`src/fcpa_pkg.sv`:
```
package fcpa_pkg;

  // Default pool size and register reset value.
  localparam int          CHUNKS_DEF      = 64;
  localparam logic [15:0] CHUNK_BYTES_RST = 16'd64;

  // Field widths of the two channels.
  localparam int OPCODE_W = 1;
  localparam int BYTES_W  = 16;
  localparam int INDEX_W  = 6;
  localparam int STATUS_W = 2;
  localparam int FREE_W   = 7;
  localparam int USED_W   = 22;

  typedef enum logic [OPCODE_W-1:0] {
    OP_ALLOC = 1'b0,
    OP_FREE  = 1'b1
  } opcode_t;

  typedef enum logic [STATUS_W-1:0] {
    ST_OK          = 2'd0,
    ST_TOO_LARGE   = 2'd1,
    ST_EMPTY       = 2'd2,
    ST_DOUBLE_FREE = 2'd3
  } status_t;

  typedef struct packed {
    opcode_t            opcode;
    logic [BYTES_W-1:0] request_bytes;
    logic [BYTES_W-1:0] request_alignment;
    logic [INDEX_W-1:0] chunk_index;
  } in_item_t;

  typedef struct packed {
    status_t            status;
    logic [INDEX_W-1:0] granted_index;
    logic [FREE_W-1:0]  free_chunks;
    logic [USED_W-1:0]  bytes_in_use;
  } out_item_t;

  // Commands from the request logic to the free stack.
  typedef struct packed {
    logic pop;
    logic push;
  } stk_cmd_t;

endpackage

```
`src/fcpa_ram.sv`:
```
module fcpa_ram #(
  parameter int  WIDTH = 8,
  parameter int  DEPTH = 64,
  localparam int AW    = $clog2(DEPTH)
) (
  input  logic             clk,
  input  logic             we,
  input  logic [AW-1:0]    waddr,
  input  logic [WIDTH-1:0] wdata,
  input  logic [AW-1:0]    raddr,
  output logic [WIDTH-1:0] rdata
);

  logic [WIDTH-1:0] mem [DEPTH];

  // One write port and one read port with registered read data.
  always_ff @(posedge clk) begin
    if (we) begin
      mem[waddr] <= wdata;
    end
    rdata <= mem[raddr];
  end

endmodule

```
`src/fcpa_stack.sv`:
```
module fcpa_stack #(
  parameter int  CHUNKS = fcpa_pkg::CHUNKS_DEF,
  localparam int IW     = $clog2(CHUNKS),
  localparam int CW     = $clog2(CHUNKS + 1)
) (
  input  logic               clk,
  input  logic               rst_n,
  input  fcpa_pkg::stk_cmd_t cmd,
  input  logic [IW-1:0]      push_idx,
  output logic [CW-1:0]      count,
  output logic [CW-1:0]      count_nxt,
  output logic [IW-1:0]      top
);

  logic [CW-1:0] count_r;
  logic [CW-1:0] min_r;
  logic [CW-1:0] min_nxt;
  logic [CW-1:0] pos_last;
  logic [CW-1:0] rd_full;
  logic [IW-1:0] rd_addr;
  logic [IW-1:0] ram_q;
  logic          fwd_r;
  logic [IW-1:0] fwd_val_r;
  logic          ident_r;
  logic [IW-1:0] ident_val_r;

  // Count and low-water mark. Positions below the lowest count ever reached
  // were never popped, so they still hold their reset contents (their own
  // position); everything at or above it has been rewritten by a push.
  always_comb begin
    pos_last  = count_r - CW'(1);
    count_nxt = count_r + CW'(cmd.push) - CW'(cmd.pop);
    min_nxt   = (cmd.pop && (pos_last < min_r)) ? pos_last : min_r;
    rd_full   = (count_nxt == '0) ? '0 : count_nxt - CW'(1);
    rd_addr   = rd_full[IW-1:0];
  end

  always_ff @(posedge clk) begin
    if (!rst_n) begin
      count_r     <= CW'(CHUNKS);
      min_r       <= CW'(CHUNKS);
      fwd_r       <= 1'b0;
      ident_r     <= 1'b1;
      ident_val_r <= IW'(CHUNKS - 1);
    end else begin
      count_r     <= count_nxt;
      min_r       <= min_nxt;
      fwd_r       <= cmd.push;
      ident_r     <= (rd_full < min_nxt);
      ident_val_r <= rd_addr;
    end
  end

  // A push always lands on the next top of stack, so it is forwarded.
  always_ff @(posedge clk) begin
    fwd_val_r <= push_idx;
  end

  fcpa_ram #(
    .WIDTH (IW),
    .DEPTH (CHUNKS)
  ) u_stack_ram (
    .clk   (clk),
    .we    (cmd.push),
    .waddr (count_r[IW-1:0]),
    .wdata (push_idx),
    .raddr (rd_addr),
    .rdata (ram_q)
  );

  // Top of stack for the current state, valid in every cycle.
  always_comb begin
    if (fwd_r) begin
      top = fwd_val_r;
    end else if (ident_r) begin
      top = ident_val_r;
    end else begin
      top = ram_q;
    end
  end

  assign count = count_r;

endmodule

```
`src/fixed_chunk_pool_allocator_core.sv`:
```
// Channel  Direction  Payload                Handshake
// in_      input      fcpa_pkg::in_item_t    in_valid / in_ready
// out_     output     fcpa_pkg::out_item_t   out_valid / out_ready
// cfg_     input      chunk_bytes, 16 bits   cfg_we, no wait
//
// One request per cycle while the result register is not blocked; a request
// passes the input register and then the result register before its result
// can be transferred out. The free stack top is kept valid every cycle by a
// registered read plus forwarding of the last push. The allocation mark and
// the recorded size of a request are read as it is transferred in.
// Synchronous active-low reset; the stack needs no clearing pass after it.
// A stalled result register holds the request stage, and in_ready falls only
// while both are full and out_ready is low.
module fixed_chunk_pool_allocator_core #(
  parameter int  CHUNKS = fcpa_pkg::CHUNKS_DEF,
  localparam int IW     = $clog2(CHUNKS),
  localparam int CW     = $clog2(CHUNKS + 1)
) (
  input  logic                clk,
  input  logic                rst_n,
  input  logic                in_valid,
  output logic                in_ready,
  input  fcpa_pkg::in_item_t  in_item,
  output logic                out_valid,
  input  logic                out_ready,
  output fcpa_pkg::out_item_t out_item,
  input  logic                cfg_we,
  input  logic [15:0]         cfg_wdata
);

  localparam int XW = IW + fcpa_pkg::INDEX_W;

  logic                          in_fire;
  logic                          proc_fire;
  logic                          stg_valid_r;
  fcpa_pkg::in_item_t            stg_item_r;
  logic                          out_valid_r;
  fcpa_pkg::out_item_t           out_item_r;
  fcpa_pkg::out_item_t           res;
  logic [15:0]                   chunk_bytes_r;
  logic [fcpa_pkg::USED_W-1:0]   used_r;
  logic [fcpa_pkg::USED_W-1:0]   used_nxt;
  logic [CHUNKS-1:0]             mark_r;
  logic [CHUNKS-1:0]             mark_nxt;
  logic                          mark_q_r;

  logic [XW-1:0]                 idx_ext;
  logic [XW-1:0]                 in_idx_ext;
  logic                          in_range;
  logic                          mark_hit;
  logic                          is_alloc;
  logic                          too_large;
  logic                          empty;
  logic                          alloc_ok;
  logic                          free_ok;

  fcpa_pkg::stk_cmd_t            stk_cmd;
  logic [CW-1:0]                 stk_count;
  logic [CW-1:0]                 stk_count_nxt;
  logic [IW-1:0]                 stk_top;
  logic [XW-1:0]                 top_ext;
  logic [CW+fcpa_pkg::FREE_W-1:0] cnt_ext;

  logic [IW-1:0]                 rs_raddr;
  logic                          rs_we;
  logic [15:0]                   rs_q;
  logic                          rs_fwd_r;
  logic [15:0]                   rs_fwd_data_r;
  logic [15:0]                   rsize;

  // Handshakes: the request stage moves on whenever the result register
  // is empty or being emptied.
  assign proc_fire = stg_valid_r && (!out_valid_r || out_ready);
  assign in_ready  = !stg_valid_r || proc_fire;
  assign in_fire   = in_valid && in_ready;

  // Configuration register.
  always_ff @(posedge clk) begin
    if (!rst_n) begin
      chunk_bytes_r <= fcpa_pkg::CHUNK_BYTES_RST;
    end else if (cfg_we) begin
      chunk_bytes_r <= cfg_wdata;
    end
  end

  // Input register.
  always_ff @(posedge clk) begin
    if (!rst_n) begin
      stg_valid_r <= 1'b0;
    end else if (in_ready) begin
      stg_valid_r <= in_valid;
    end
  end

  always_ff @(posedge clk) begin
    if (in_fire) begin
      stg_item_r <= in_item;
    end
  end

  // Index handling at the internal index width.
  assign idx_ext    = {{IW{1'b0}}, stg_item_r.chunk_index};
  assign in_idx_ext = {{IW{1'b0}}, in_item.chunk_index};
  assign in_range   = idx_ext < XW'(CHUNKS);
  assign mark_hit   = in_range && mark_q_r;

  // Request decision.
  always_comb begin
    is_alloc  = (stg_item_r.opcode == fcpa_pkg::OP_ALLOC);
    too_large = (stg_item_r.request_bytes > chunk_bytes_r) ||
                (stg_item_r.request_alignment > chunk_bytes_r);
    empty     = (stk_count == '0);
    alloc_ok  = is_alloc && !too_large && !empty;
    free_ok   = !is_alloc && mark_hit && (stk_count < CW'(CHUNKS));
  end

  assign stk_cmd.pop  = proc_fire && alloc_ok;
  assign stk_cmd.push = proc_fire && free_ok;

  fcpa_stack #(
    .CHUNKS (CHUNKS)
  ) u_stack (
    .clk       (clk),
    .rst_n     (rst_n),
    .cmd       (stk_cmd),
    .push_idx  (idx_ext[IW-1:0]),
    .count     (stk_count),
    .count_nxt (stk_count_nxt),
    .top       (stk_top)
  );

  // Recorded sizes. The read is issued as the request is transferred in,
  // and a write to the same entry at that edge is forwarded.
  assign rs_raddr = in_fire ? in_idx_ext[IW-1:0] : idx_ext[IW-1:0];
  assign rs_we    = proc_fire && alloc_ok;

  fcpa_ram #(
    .WIDTH (16),
    .DEPTH (CHUNKS)
  ) u_size_ram (
    .clk   (clk),
    .we    (rs_we),
    .waddr (stk_top),
    .wdata (stg_item_r.request_bytes),
    .raddr (rs_raddr),
    .rdata (rs_q)
  );

  always_ff @(posedge clk) begin
    if (!rst_n) begin
      rs_fwd_r <= 1'b0;
    end else begin
      rs_fwd_r <= rs_we && (stk_top == rs_raddr);
    end
  end

  always_ff @(posedge clk) begin
    rs_fwd_data_r <= stg_item_r.request_bytes;
  end

  assign rsize = rs_fwd_r ? rs_fwd_data_r : rs_q;

  // Allocation marks. The mark of a request is read at the same address and
  // edge as its recorded size, with that edge's update already applied.
  always_comb begin
    mark_nxt = mark_r;
    if (proc_fire) begin
      if (alloc_ok) begin
        mark_nxt[stk_top] = 1'b1;
      end else if (free_ok) begin
        mark_nxt[idx_ext[IW-1:0]] = 1'b0;
      end
    end
  end

  always_ff @(posedge clk) begin
    if (!rst_n) begin
      mark_r <= '0;
    end else begin
      mark_r <= mark_nxt;
    end
  end

  always_ff @(posedge clk) begin
    mark_q_r <= mark_nxt[rs_raddr];
  end

  // Byte total in use, wrapping at its width.
  always_comb begin
    if (alloc_ok) begin
      used_nxt = used_r + {6'd0, stg_item_r.request_bytes};
    end else if (free_ok) begin
      used_nxt = used_r - {6'd0, rsize};
    end else begin
      used_nxt = used_r;
    end
  end

  always_ff @(posedge clk) begin
    if (!rst_n) begin
      used_r <= '0;
    end else if (proc_fire) begin
      used_r <= used_nxt;
    end
  end

  // Result fields.
  assign top_ext = {{fcpa_pkg::INDEX_W{1'b0}}, stk_top};
  assign cnt_ext = {{fcpa_pkg::FREE_W{1'b0}}, stk_count_nxt};

  always_comb begin
    if (is_alloc) begin
      if (too_large) begin
        res.status = fcpa_pkg::ST_TOO_LARGE;
      end else if (empty) begin
        res.status = fcpa_pkg::ST_EMPTY;
      end else begin
        res.status = fcpa_pkg::ST_OK;
      end
    end else begin
      res.status = free_ok ? fcpa_pkg::ST_OK : fcpa_pkg::ST_DOUBLE_FREE;
    end
    res.granted_index = alloc_ok ? top_ext[fcpa_pkg::INDEX_W-1:0] : '0;
    res.free_chunks   = cnt_ext[fcpa_pkg::FREE_W-1:0];
    res.bytes_in_use  = used_nxt;
  end

  // Result register.
  always_ff @(posedge clk) begin
    if (!rst_n) begin
      out_valid_r <= 1'b0;
    end else if (proc_fire) begin
      out_valid_r <= 1'b1;
    end else if (out_ready) begin
      out_valid_r <= 1'b0;
    end
  end

  always_ff @(posedge clk) begin
    if (proc_fire) begin
      out_item_r <= res;
    end
  end

  assign out_valid = out_valid_r;
  assign out_item  = out_item_r;

  // Every chunk is either on the free stack or marked allocated.
  a_pool_conserved: assert property (@(posedge clk) disable iff (!rst_n)
    ($countones(mark_r) + int'(stk_count)) == CHUNKS)
    else $error("free count and allocation marks disagree");

  // A granted chunk is marked allocated right after the grant.
  a_grant_marked: assert property (@(posedge clk) disable iff (!rst_n)
    (proc_fire && alloc_ok) |=> mark_r[$past(stk_top)])
    else $error("granted chunk not marked allocated");

  // A refused request never changes the free count.
  a_refuse_keeps_count: assert property (@(posedge clk) disable iff (!rst_n)
    (proc_fire && !alloc_ok && !free_ok) |=> (stk_count == $past(stk_count)))
    else $error("refused request changed the free count");

  // The input side stalls only when both registers are full and blocked.
  a_stall_cause: assert property (@(posedge clk) disable iff (!rst_n)
    !in_ready |-> (stg_valid_r && out_valid_r && !out_ready))
    else $error("input stalled without a blocked result");

endmodule

```
`config.mk`:
```
export PLATFORM = sky130hd
export DESIGN_NAME = fixed_chunk_pool_allocator_core
export DESIGN_NICKNAME = d
export VERILOG_FILES = /design/src/fcpa_pkg.sv /design/src/fcpa_ram.sv /design/src/fcpa_stack.sv /design/src/fixed_chunk_pool_allocator_core.sv
export SDC_FILE = /design/constraint.sdc
export NUM_CORES = 2
export LEC_CHECK = 0
export ABC_AREA = 1
export ABC_CLOCK_PERIOD_IN_PS = 10300
export BUFFER_PORTS_ARGS = -buffer_cell sky130_fd_sc_hd__buf_2
export CAP_MARGIN = 20
export CORE_UTILIZATION = 44
export DETAILED_ROUTE_END_ITERATION = 8
export SLEW_MARGIN = 20
export SYNTH_ARGS = -nofsm -noshare
export SYNTH_HDL_FRONTEND = slang
export SYNTH_HIERARCHICAL = 1
export SYNTH_SLANG_ARGS = --single-unit
```
`constraint.sdc`:
```
create_clock -name clk -period 10.3 [get_ports clk]
set_clock_uncertainty 0.15 [all_clocks]
set_input_delay 1.545 -clock clk [delete_from_list [all_inputs] [get_ports clk]]
set_output_delay 1.545 -clock clk [all_outputs]
set_load 0.01 [all_outputs]
```
==> results summary <==
The core region area came out at 0.161 mm². Routability-driven placement finished with a final weighted congestion of between 0.8 and 0.9. The depth of the worst register-to-register path is 35. The worst-case IR drop observed on VDD is about 0.33 mV. The clock root buffer is sky130_fd_sc_hd__clkbuf_16. Setup violations remaining at the end of the flow were counted as 0. The final critical-path setup slack came out at about 3.3 ns. The kind of end point of the critical path is a flip-flop. The synthesized netlist contains 56 unique library cells.

The number of levels in the clock H-tree came out at 4. The tree built by TritonCTS fans out to approximately 1700 sinks. The remaining max-slew budget at the tightest pin came out at between 20% and 30%. In this design, the largest share of critical-path delay is due to buffers and inverters. STA puts the critical path data required time at around 11 ns. The remaining routing DRC violations is 0. The TritonCTS buffer count is about 170. The library cell with the largest summed area after synthesis is sky130_fd_sc_hd__edfxtp_1. The start point of the worst min-delay path is mark_r[14].

The minimum clock period came out at 7.02 ns. The master of the slowest instance on the critical path is sky130_fd_sc_hd__inv_4. The vertical die dimension is approximately 400 µm. In the final routed layout, each cell accounts on average for roughly 22 µm. Derived from the worst setup path, the maximum achievable clock frequency is around 140 MHz. The floorplan row count came out at 147. The setup slack of the worst register-to-register path is between 3 and 4 ns.

For this run the aggregate overflow at the end of global routing stands at 0. The post-CTS resize count is 0. The count of input and output buffers came out at 98. The cell count of the worst hold path came out at 2. The number of hold violations in the final report came out at 0. After legalization and detailed placement, the total HPWL measured around 110000 µm. The number of filler instances in the final layout came out at between 10000 and 15000. The number of global-route vias before repair is between 40000 and 50000. The portion of synthesized cell area occupied by the leading cell type came out at a little over three fifths. The largest stage delay on the critical path is 0.74 ns.

The total nets after synthesis came out at 6760. The setup TNS is 0 ns. The die covers 0.163 mm². The standby leakage power is between 20 and 30 nW. Setup repair after global routing left no endpoint under its margin.

The number of enable-type register cells in the synthesized netlist is about 1500. The category of the worst setup path launch point is a flip-flop. The footprint of the multi-input gates came out at around 0.020 mm². The first global-routing pass estimated roughly 300000 µm of wire. The layout net count is roughly 7000.

In this run the critical register-to-register path is captured at u_stack/u_stack_ram/rdata[2]. The count of routing violations after the opening detailed-route iteration is 5943. Each instance of the synthesized netlist takes up on average around 11 µm². In this run the count of I/O pins placed on the die edge is 99. After synthesis, flip-flops and latches occupy between 60% and 70% of the total area. The proportion of register bits with asynchronous set or reset after synthesis came out at 0%. The number of buffers and inverters on the critical path is 8. Power comes to approximately 18 mW. The kind of critical path is flip-flop to flip-flop. For the worst-skew pair, the clock arrives at the later sink with an insertion delay of ~0.82 ns. The flow ran to the end, and the final reports show no timing, DRC or antenna violations. The clock-pin transition on the worst setup and hold timing paths came out at ~0.060 ns.

The deepest clock path buffer count is 3. The critical path arrival is about 7.6 ns. The hold buffer count at CTS is 0. The synthesis-to-layout area growth is 10.8%. The post-detailed-route via-to-cell ratio came out at between 5 and 6. By area the synthesized netlist is led by sky130_fd_sc_hd__edfxtp_1 63%, sky130_fd_sc_hd__nand2_1 11%, sky130_fd_sc_hd__nand3_1 9.6%. The pin slew with the least headroom to its limit is between 1 and 1.5 ns.

The dominant register cell in the synthesized netlist is sky130_fd_sc_hd__edfxtp_1. The number of max-capacitance violations reported is 0. The die width is roughly 400 µm.

The gate count after technology mapping is roughly 6600. The start of the worst register-to-register path is stg_item_r[31]. The cell repeated most along the worst path is sky130_fd_sc_hd__nand2_1. The mapped netlist covers between 0.07 and 0.08 mm².

The maximum number of pins on one net before global-route repair is 180. The worst setup slack before clock tree synthesis is 3.37 ns. The number of iterations in the first detailed-routing pass is 7. The final period utilization came out at roughly 68%. The sequential cell area came out at a little under 0.05 mm². The initial antenna violation count came out at 3. The buffer count from post-CTS setup fixing is 0. The path class of the tightest hold or removal check is flip-flop to flip-flop. The combined global-route utilization of all metal layers is between 20% and 30%. The power density over the cells came out at roughly 230 mW/mm². The max-slew violation count came out at 0. After synthesis, the most frequently instantiated cells are 2131 x sky130_fd_sc_hd__nand2_1, 1484 x sky130_fd_sc_hd__edfxtp_1, 1360 x sky130_fd_sc_hd__nand3_1. The routed design has between 150000 and 200000 µm of wire.

The effective utilization at floorplan came out at 44.4%. Of the cells placed in the final design, the portion with a size suffix greater than 1 is 8.08%. The count of antenna-violating nets left after detailed routing came out at 0.

TritonCTS built the clock tree. The detailed router placed 50148 vias in this run. In the post-synthesis netlist, the cell with the most instances is sky130_fd_sc_hd__nand2_1. The number of flip-flops and latches in the synthesized netlist came out at around 1700. The path with the worst hold slack has its endpoint at mark_r[14].

The yosys synthesis warning count is 6. Along the worst path, the maximum fanout reaches between 90 and 100. The core occupancy in the finished layout is roughly half.
state kept, by name (all words and copies together) (netlist names), 7 cells and up:
register	cells
rs_fwd_data_r	16
u_stack/count	7
out_item	37
u_stack/u_stack_ram/mem	384
chunk_bytes_r	16
used_r	22
stg_item_r	33
u_stack/min_r	7
mark_r	64
u_size_ram/mem	1024
u_size_ram/rdata	16
metal layers:
| metal | up-vias | routed length, µm | share of wire (%) | GRT usage (%) |
|---|---|---|---|---|
| met1 | 24471 | 84500 | 43 | 33.6 |
| met2 | 2145 | 91500 | 46 | 37.2 |
| met3 | 396 | 15500 | 7.8 | 3.81 |
| met5 | - | 13 | 0.0066 | 0 |
| li1 | 23134 | - | - | - |
| met4 | 2 | 6880 | 3.5 | 8.92 |
cell families after synthesis:
logic type | after synthesis | share of synthesized area (%)
flops | 1656 | 67.4
xor+xnor | 36 | 0.443
buf+inv | 582 | 4.17
mux | 15 | 0.213
simple gates | 3843 | 23.1
fa+ha+maj | 94 | 1.68
compound gates | 380 | 3.02
power breakdown:
group	internal (mW)	leakage, nW	switching [mW]	total, mW
logic	1.31	11.8	3.57	4.87
registers	7.44	14.8	0.0772	7.52
clock network	3.35	2.65	2.62	5.97
how the worst max path moves through the flow:
stage,startpoint,endpoint,cells after the start
floorplan,stg_item_r[29],u_stack/u_stack_ram/rdata[0],36
global placement,stg_item_r[31],u_stack/u_stack_ram/rdata[1],35
detailed placement,stg_item_r[31],u_stack/u_stack_ram/rdata[2],35
CTS,stg_item_r[31],u_stack/u_stack_ram/rdata[2],35
global route,stg_item_r[31],u_stack/u_stack_ram/rdata[0],35
finish,stg_item_r[31],u_stack/u_stack_ram/rdata[2],35
final cells by class:
class | count | area share (%)
flip-flops and latches | 1656 | 60.8
multi-input cells | 4368 | 25.7
clock buffers | 222 | 5.90
well taps | 2160 | 3.42
diodes | 1 | 0.00317
repair buffers | 244 | 2.12
inverters | 218 | 1.10
clock inverters | 97 | 0.902
worst register-to-register path: cells and delay by family (launching register included):
kind                       cells  cell delay [ns]
adders and majority gates      5             1.52
and+or+nand+nor               20             2.19
DFF                            1             0.32
AOI/OAI and AO/OA              2             0.34
buffers and inverters          8             2.46
metrics by stage:
stage          hold slack [ns]  cells  instance area [µm²]
2_1_floorplan            0.306   6606                71200
3_3_place_gp             0.322   8646                73600
3_5_place_dp             0.329   8646                73600
4_1_cts                  0.337   8965                78900
5_1_grt                  0.350   8965                78900
6_report                 0.338   8966                78900
layout by cell type (no fill, tap or decap), types with 40 or more instances in the layout:
| cell type | count |
|---|---|
| sky130_fd_sc_hd__o21bai_1 | 48 |
| sky130_fd_sc_hd__o21ai_0 | 119 |
| sky130_fd_sc_hd__edfxtp_1 | 1484 |
| sky130_fd_sc_hd__nand2_1 | 2130 |
| sky130_fd_sc_hd__nor2_1 | 252 |
| sky130_fd_sc_hd__buf_4 | 139 |
| sky130_fd_sc_hd__nand3_1 | 1360 |
| sky130_fd_sc_hd__clkbuf_16 | 177 |
| sky130_fd_sc_hd__clkinv_2 | 41 |
| sky130_fd_sc_hd__clkinv_1 | 40 |
| sky130_fd_sc_hd__dfxtp_1 | 172 |
| sky130_fd_sc_hd__buf_2 | 98 |
| sky130_fd_sc_hd__inv_1 | 199 |
| sky130_fd_sc_hd__ha_1 | 91 |
| sky130_fd_sc_hd__a21oi_1 | 154 |
No activity file was read; power rests on OpenSTA's default activity.
